--- src/rtl/core/lqxm_pkg.sv ---
package lqxm_pkg;

  // field widths
  localparam int GainW   = 16;
  localparam int CoeffW  = 32;
  localparam int StateW  = 32;
  localparam int SqW     = 48;
  localparam int RootW   = 24;
  localparam int CfgIdxW = 3;
  localparam int CfgDataW = 32;

  // square root unit: result bits produced per clock
  localparam int SqrtStepsPerCycle = 2;
  localparam int SqrtIters = RootW / SqrtStepsPerCycle;
  localparam int SqrtCntW  = $clog2(SqrtIters + 1);

  // register reset values
  localparam logic [GainW-1:0]  ThrustGainRst = 16'd1311;
  localparam logic [GainW-1:0]  TorqueGainRst = 16'd1311;
  localparam logic [CoeffW-1:0] InvThrustRst  = 32'd6400000;
  localparam logic [CoeffW-1:0] InvArmRst     = 32'd36000000;
  localparam logic [CoeffW-1:0] InvYawRst     = 32'd640000000;

  // configuration register indexes
  typedef enum logic [CfgIdxW-1:0] {
    CfgThrustGain = 3'd0,
    CfgTorqueGain = 3'd1,
    CfgInvThrust  = 3'd2,
    CfgInvArm     = 3'd3,
    CfgInvYaw     = 3'd4
  } cfg_idx_e;

  // tick request payload
  typedef struct packed {
    logic signed [StateW-1:0] desired_thrust;
    logic signed [StateW-1:0] desired_torque_x;
    logic signed [StateW-1:0] desired_torque_y;
    logic signed [StateW-1:0] desired_torque_z;
  } lqxm_req_t;

  // rotor speed result payload
  typedef struct packed {
    logic [RootW-1:0] rotor_speed_0;
    logic [RootW-1:0] rotor_speed_1;
    logic [RootW-1:0] rotor_speed_2;
    logic [RootW-1:0] rotor_speed_3;
    logic             speed_saturated;
  } lqxm_rsp_t;

endpackage

--- src/rtl/core/lqxm_isqrt.sv ---
module lqxm_isqrt (
  input  logic                        clk_i,
  input  logic                        rst_ni,
  input  logic                        start_i,
  input  logic [lqxm_pkg::SqW-1:0]    radicand_i,
  output logic                        done_o,
  output logic [lqxm_pkg::RootW-1:0]  root_o
);

  logic [lqxm_pkg::SqW-1:0]      rad_q, rad_v;
  logic [lqxm_pkg::RootW+3:0]    rem_q, rem_v, rem_t;
  logic [lqxm_pkg::RootW+4:0]    trial;
  logic [lqxm_pkg::RootW-1:0]    root_q, root_v;
  logic [lqxm_pkg::SqrtCntW-1:0] cnt_q;
  logic                          done_q;

  // restoring digit recurrence, two radicand bits per result bit
  always_comb begin
    rad_v  = rad_q;
    rem_v  = rem_q;
    root_v = root_q;
    rem_t  = '0;
    trial  = '0;
    for (int i = 0; i < lqxm_pkg::SqrtStepsPerCycle; i++) begin
      rem_t = {rem_v[lqxm_pkg::RootW+1:0], rad_v[lqxm_pkg::SqW-1 -: 2]};
      rad_v = {rad_v[lqxm_pkg::SqW-3:0], 2'b00};
      trial = {1'b0, rem_t} - {3'b000, root_v, 2'b01};
      if (!trial[lqxm_pkg::RootW+4]) begin
        rem_v  = trial[lqxm_pkg::RootW+3:0];
        root_v = {root_v[lqxm_pkg::RootW-2:0], 1'b1};
      end else begin
        rem_v  = rem_t;
        root_v = {root_v[lqxm_pkg::RootW-2:0], 1'b0};
      end
    end
  end

  // iteration count and completion pulse
  always_ff @(posedge clk_i or negedge rst_ni) begin
    if (!rst_ni) begin
      cnt_q  <= '0;
      done_q <= 1'b0;
    end else begin
      done_q <= !start_i && (cnt_q == lqxm_pkg::SqrtCntW'(1));
      if (start_i) begin
        cnt_q <= lqxm_pkg::SqrtCntW'(lqxm_pkg::SqrtIters);
      end else if (cnt_q != '0) begin
        cnt_q <= cnt_q - lqxm_pkg::SqrtCntW'(1);
      end
    end
  end

  // working registers
  always_ff @(posedge clk_i) begin
    if (start_i) begin
      rad_q  <= radicand_i;
      rem_q  <= '0;
      root_q <= '0;
    end else if (cnt_q != '0) begin
      rad_q  <= rad_v;
      rem_q  <= rem_v;
      root_q <= root_v;
    end
  end

  assign done_o = done_q;
  assign root_o = root_q;

endmodule

--- config.mk ---
export PLATFORM = sky130hd
export DESIGN_NAME = lqxm_isqrt
export DESIGN_NICKNAME = d
export VERILOG_FILES = /design/src/rtl/core/lqxm_pkg.sv /design/src/rtl/core/lqxm_isqrt.sv
export SDC_FILE = /design/constraint.sdc
export NUM_CORES = 1
export LEC_CHECK = 0
export BUFFER_PORTS_ARGS = -buffer_cell sky130_fd_sc_hd__buf_4
export CORE_MARGIN = 5
export CORE_UTILIZATION = 55
export DETAILED_ROUTE_END_ITERATION = 8
export GPL_TIMING_DRIVEN = 0
export PLACE_DENSITY = 0.78
export SYNTH_ARGS = -nofsm -noshare
export SYNTH_HDL_FRONTEND = slang
export SYNTH_SLANG_ARGS = --single-unit
--- constraint.sdc ---
create_clock -name clk_i -period 6.5 [get_ports clk_i]
set_input_delay 0.975 -clock clk_i [delete_from_list [all_inputs] [get_ports clk_i]]
set_output_delay 0.975 -clock clk_i [all_outputs]
set_load 0.05 [all_outputs]
* Word level (Yosys, flattened, before mapping)
Cells that the tools add are included.
** Cells by class
- Add/subtract/negate cells :: 3
- Equal/unequal tests :: 1
- Mux-type cells :: 8
- Reduce and logical (&&, ||, !) cells :: 4
** Operator list (number)
- 48-bit 2-to-1 mux :: 2
- 28-bit by 26-bit subtractor with 29-bit output :: 2
- 26-bit 2-to-1 mux :: 2
- 4-bit 2-to-1 mux :: 2
- 4-bit by 1-bit == test with 1-bit output (second input constant) :: 1
- 4-bit nonzero test :: 1
- 4-bit by 1-bit subtractor with 4-bit output (second input constant) :: 1
- 1-bit 2-to-1 mux :: 2
- 2-bit nonzero test :: 1
- 1-bit logical AND :: 1
- 1-bit zero test :: 1
** Storage, ports and cells
- Bits in registers :: 103
- Bits of input ports :: 51
- Output and inout port bits :: 25
- Logic and storage cells :: 21

* Longest topological paths before layout
- Depth in word-level cells :: 4
- Depth in mapped cells :: 25
- Gate-level depth less buffers :: 22

* Worst setup path after synthesis
Ideal clock, no wire load.
- Path type :: flip-flop to flip-flop
- Start point :: register root_q (netlist bit root_o[22])
- End point :: register rem_q[1] in the netlist's numbering
- Setup time :: 86 ps
- Arrival :: 4753 ps
- Required time :: 6414 ps
- Setup slack :: 1661 ps
- Cell stages (with the launch flop) :: 22
- Buffers on the path :: 1
- Path through :: dfxtp_1 > inv_1 > ha_1 > nand3_1 > nand4b_1 > a21oi_1 > or3_1 > clkbuf_1 > clkinv_1 > o21ai_0 > ha_1 > a21o_1 > a21oi_1 > nor2_1 > nor2_1 > o21ai_0 > a31oi_1 > o21ai_0 > a41o_1 > a21oi_4 > mux2_2 > a211oi_1
** Between the ends
- Cells in the longest elaborated chain, start to end :: 4
- Elaborated cells on any way between the ends :: 5
- Classes of those cells :: 2 x add/sub; 3 x mux
** Ends and longest elaborated chain
- from (decl) :: RTL line lqxm_isqrt.sv:13 : logic [lqxm_pkg::RootW-1:0] root_q, root_v;
- from (signal assigned) :: RTL line lqxm_isqrt.sv:62 : root_q <= root_v;
- 28-bit by 26-bit subtractor with 29-bit output :: RTL line lqxm_isqrt.sv:27 : trial = {1'b0, rem_t} - {3'b000, root_v, 2'b01};
- 26-bit 2-to-1 mux or 1-bit 2-to-1 mux (tied branches) :: RTL line lqxm_isqrt.sv:28 : if (!trial[lqxm_pkg::RootW+4]) begin
- 28-bit by 26-bit subtractor with 29-bit output (*) :: RTL line lqxm_isqrt.sv:27
- 26-bit 2-to-1 mux (*) :: RTL line lqxm_isqrt.sv:28
- to (signal assigned) :: RTL line lqxm_isqrt.sv:61 : rem_q <= rem_v;
- to (decl) :: RTL line lqxm_isqrt.sv:11 : logic [lqxm_pkg::RootW+3:0] rem_q, rem_v, rem_t;
Mark *: on every way between the ends. The rest lies on a longest branch, timed or not.
A chain may end at the register's enable or synchronous reset.

* Final worst setup path
- Start point :: register root_q (netlist bit root_o[19])
- End point :: register rem_q[19] in the netlist's numbering
** Between the ends
- Cells in the longest elaborated chain, start to end :: 4
- Elaborated cells on any way between the ends :: 5
- Classes of those cells :: 2 x add/sub; 3 x mux
** Ends and longest elaborated chain (RTL line)
- 28-bit by 26-bit subtractor with 29-bit output :: lqxm_isqrt.sv:27
- 26-bit 2-to-1 mux or 1-bit 2-to-1 mux (tied branches) :: lqxm_isqrt.sv:28
- 28-bit by 26-bit subtractor with 29-bit output :: lqxm_isqrt.sv:27
- 26-bit 2-to-1 mux (*) :: lqxm_isqrt.sv:28
Marks and branches as above.

==> impl_metrics.toml <==
[logic_synthesis]
synth-main-ff-cell = "dfxtp_1"
syn_area_mm2 = 0.007482
synth-seq-cells = 103
yosysSeqAreaShare_pct = 34.31
syn_nets = 953
ys_types = 71
async_reset_ff_share_pct = 4.854
syn_area_per_cell_um2 = 8.813
synth_cells = 849
synth-edff-count = 48
yosys_warnings = 0

[finish]
layout.nets = 1040
diodes = 0
final_common_cell = "buf_4"
layoutNonFillerInstCount = 1117
layout-drive-gt1-share_pct = 19.66
fillers = 1138
final_util_pct = 64.77
synthToLayoutAreaGrowth_pct = 15.08
layout_common_cells = "98 x buf_4, 96 x nand2_1, 89 x a21oi_1, 71 x nor2_1, 53 x ha_1"

[die]
die_w_um = 126.6
coreArea_mm2 = 0.01330
ios = 76
rows = 42
initial_core_util_pct = 56.28
dieArea_mm2 = 0.01604
die_h_um = 126.6

[setup_path]
cp_top_family = "compound AO/OA/AOI/OAI gates"
crit_type = "flip-flop to flip-flop"
r2r-end = "rem_q[19]"
crit_chain = "inv_1 -> ha_1 -> buf_2 -> a21oi_2 -> o21ai_1 -> a311oi_1 -> a211oi_2 -> or3_1 -> clkbuf_2 -> clkinvlp_4 -> clkbuf_1 -> o21ai_0 -> ha_1 -> clkbuf_1 -> a21oi_1 -> o221ai_1 -> a21oi_1 -> o21a_1 -> o31a_1 -> o21ai_1 -> a41oi_1 -> xnor2_1 -> mux2i_1 -> a211oi_1"
cp_slowest_cell = "clkbuf_1"
arrival_ns = 6.38
worstPathRequired_ns = 6.76
cp_num_buf_inv = 6
r2r-start = "root_o[19]"
rrSetupSlack_ns = 0.38
reg2reg_depth = 24
critPathLaunchType = "flip-flop"
crit_path_end_kind = "flip-flop"
cp_max_fo = 10
critPathMaxStageDelay_ns = 0.53

[timing]
tns_ns = 0
hold_ws_ns = 0.3999
setup_viol = 0
fmax_mhz = 163.4
post-route-period-util_pct = 94.15
final-hold-violation-count = 0
max_slew_margin_pct = 46.62
finClkSkew_ns = 0.01266
rsz0062_at_grt = "false"
worst_pin_slew_ns = 0.8008
slew_violations = 0
period_needed_ns = 6.120

[clocking]
htreeDepth = 3
cts_tree = "yes"
postCtsSetupBuffers = 0
path_clk_slew_ns = 0.08
cts-buffers-inserted = 9
cts_max_path_buffers = 2
clock-root-buffer = "clkbuf_16"
clock_latency_ns = 0.35
cts_sinks = 103

[route]
drc = 0
via_per_inst = 5.964
vias = 6662
totalWireLength_mm = 20.53
wl_per_cell_um = 18.38
drt_iter0_markers = 550
ant_nets = 0
firstDrtPassIters = 8

[global_route]
grt_pass1_wl_mm = 31.88
grt_max_degree = 31
track_usage_pct = 24.93
grt_overflow = 0
antenna_found_initial = 0
grt_pass1_vias = 6146

[run_status]
status = "complete, no violations"

[placed_design]
portBuffers = 75
gp_congestion = 0.9843
placed_cells = 1101
dpl.hpwl_mm = 15.61

[job]
maxCapViolCount = 0

[min_path]
hold_path_class = "primary input to async pin"
-- worst reg2reg max path, stage by stage (launching register included) --
cell,delay (ns)
dfxtp_1,0.39
inv_1,0.10
ha_1,0.28
buf_2,0.17
a21oi_2,0.22
o21ai_1,0.13
a311oi_1,0.30
a211oi_2,0.13
or3_1,0.38
clkbuf_2,0.27
clkinvlp_4,0.27
clkbuf_1,0.53
o21ai_0,0.29
ha_1,0.33
clkbuf_1,0.19
a21oi_1,0.26
o221ai_1,0.14
a21oi_1,0.26
o21a_1,0.15
o31a_1,0.22
o21ai_1,0.19
a41oi_1,0.31
xnor2_1,0.14
mux2i_1,0.11
a211oi_1,0.27
-- per-stage QoR --
step                      cell area (µm²)  setup slack, ns
after floorplan                      7482            1.661
after global placement               8265           0.2834
after detailed placement             8285           0.2174
after CTS                            8606           0.2025
after global routing                 8611          0.04484
final                                8611           0.3801
-- kinds of logic after synthesis --
logic type	synth area share, %
AND/OR/NAND/NOR	14.68
AO/OA/AOI/OAI	20.75
buffers and inverters	6.806
flip-flops	34.31
multiplexers	9.080
adder cells (fa/ha/maj)	8.863
XOR/XNOR	5.502
-- flip-flops by register name, summed over array words and instances (netlist names) --
| signal | count |
|---|---|
| cnt_q | 4 |
| done_o | 1 |
| rad_q | 48 |
| rem_q | 26 |
| root_o | 24 |
-- routing by layer --
| layer | part of all wire (%) | GRT usage (%) | routed length (µm) |
|---|---|---|---|
| met3 | 8.7 | 4.288 | 1788 |
| met1 | 42 | 34.22 | 8618 |
| met5 | 0 | 0 | 0 |
| met4 | 2.6 | 7.192 | 533 |
| met2 | 47 | 40.57 | 9593 |
-- cell type report --
class	instances	area [µm²]	share of cell area, %
multi-input cells	639	4405	51.16
clock buffers	9	225.2	2.616
inverters	42	161.4	1.874
clock inverters	7	95.09	1.104
repair buffers	76	583.1	6.771
plain buffers	65	352.8	4.098
flip-flops and latches	103	2567	29.82
well taps	176	220.2	2.557
-- what timing repair did --
item | in CTS | in global routing
gates resized for setup | 0 | 3
hold buffers | 0 | 0
setup endpoints to repair | 0 | 18
-- worst max-delay path by stage --
stage,startpoint,to,cells past startpoint
global placement,root_o[20],rem_q[16],22
CTS,root_o[20],rem_q[19],24
detailed placement,root_o[17],rem_q[19],23
global route,root_o[19],rem_q[19],24
finish,root_o[19],rem_q[19],24
floorplan,root_o[22],rem_q[1],21
-- synthesized netlist by cell type, types with 8 or more instances --
master    number  area [µm²]
buf_4         23       172.7
dfxtp_1       50        1001
ha_1          53       663.1
a31oi_1        9       56.30
xnor2_1       21       183.9
a21o_1        28       210.2
inv_1         41       153.9
mux2i_1       15       150.1
nand2_1       96       360.4
a211oi_1      17       127.6
clkbuf_1      29       108.9
o21ai_0       22       110.1
a21oi_1       89       445.4
xor2_1        26       227.7
nor2_1        71       266.5
nand3_1       17       85.08
edfxtp_1      48        1441
nand4_1        8       50.05
mux2_2        47       529.3
nor3_1         9       45.04
o21a_1         8       60.06
Power is not shown: default switching activity piles up to over one toggle a cycle in this logic, so the estimate is an artifact.
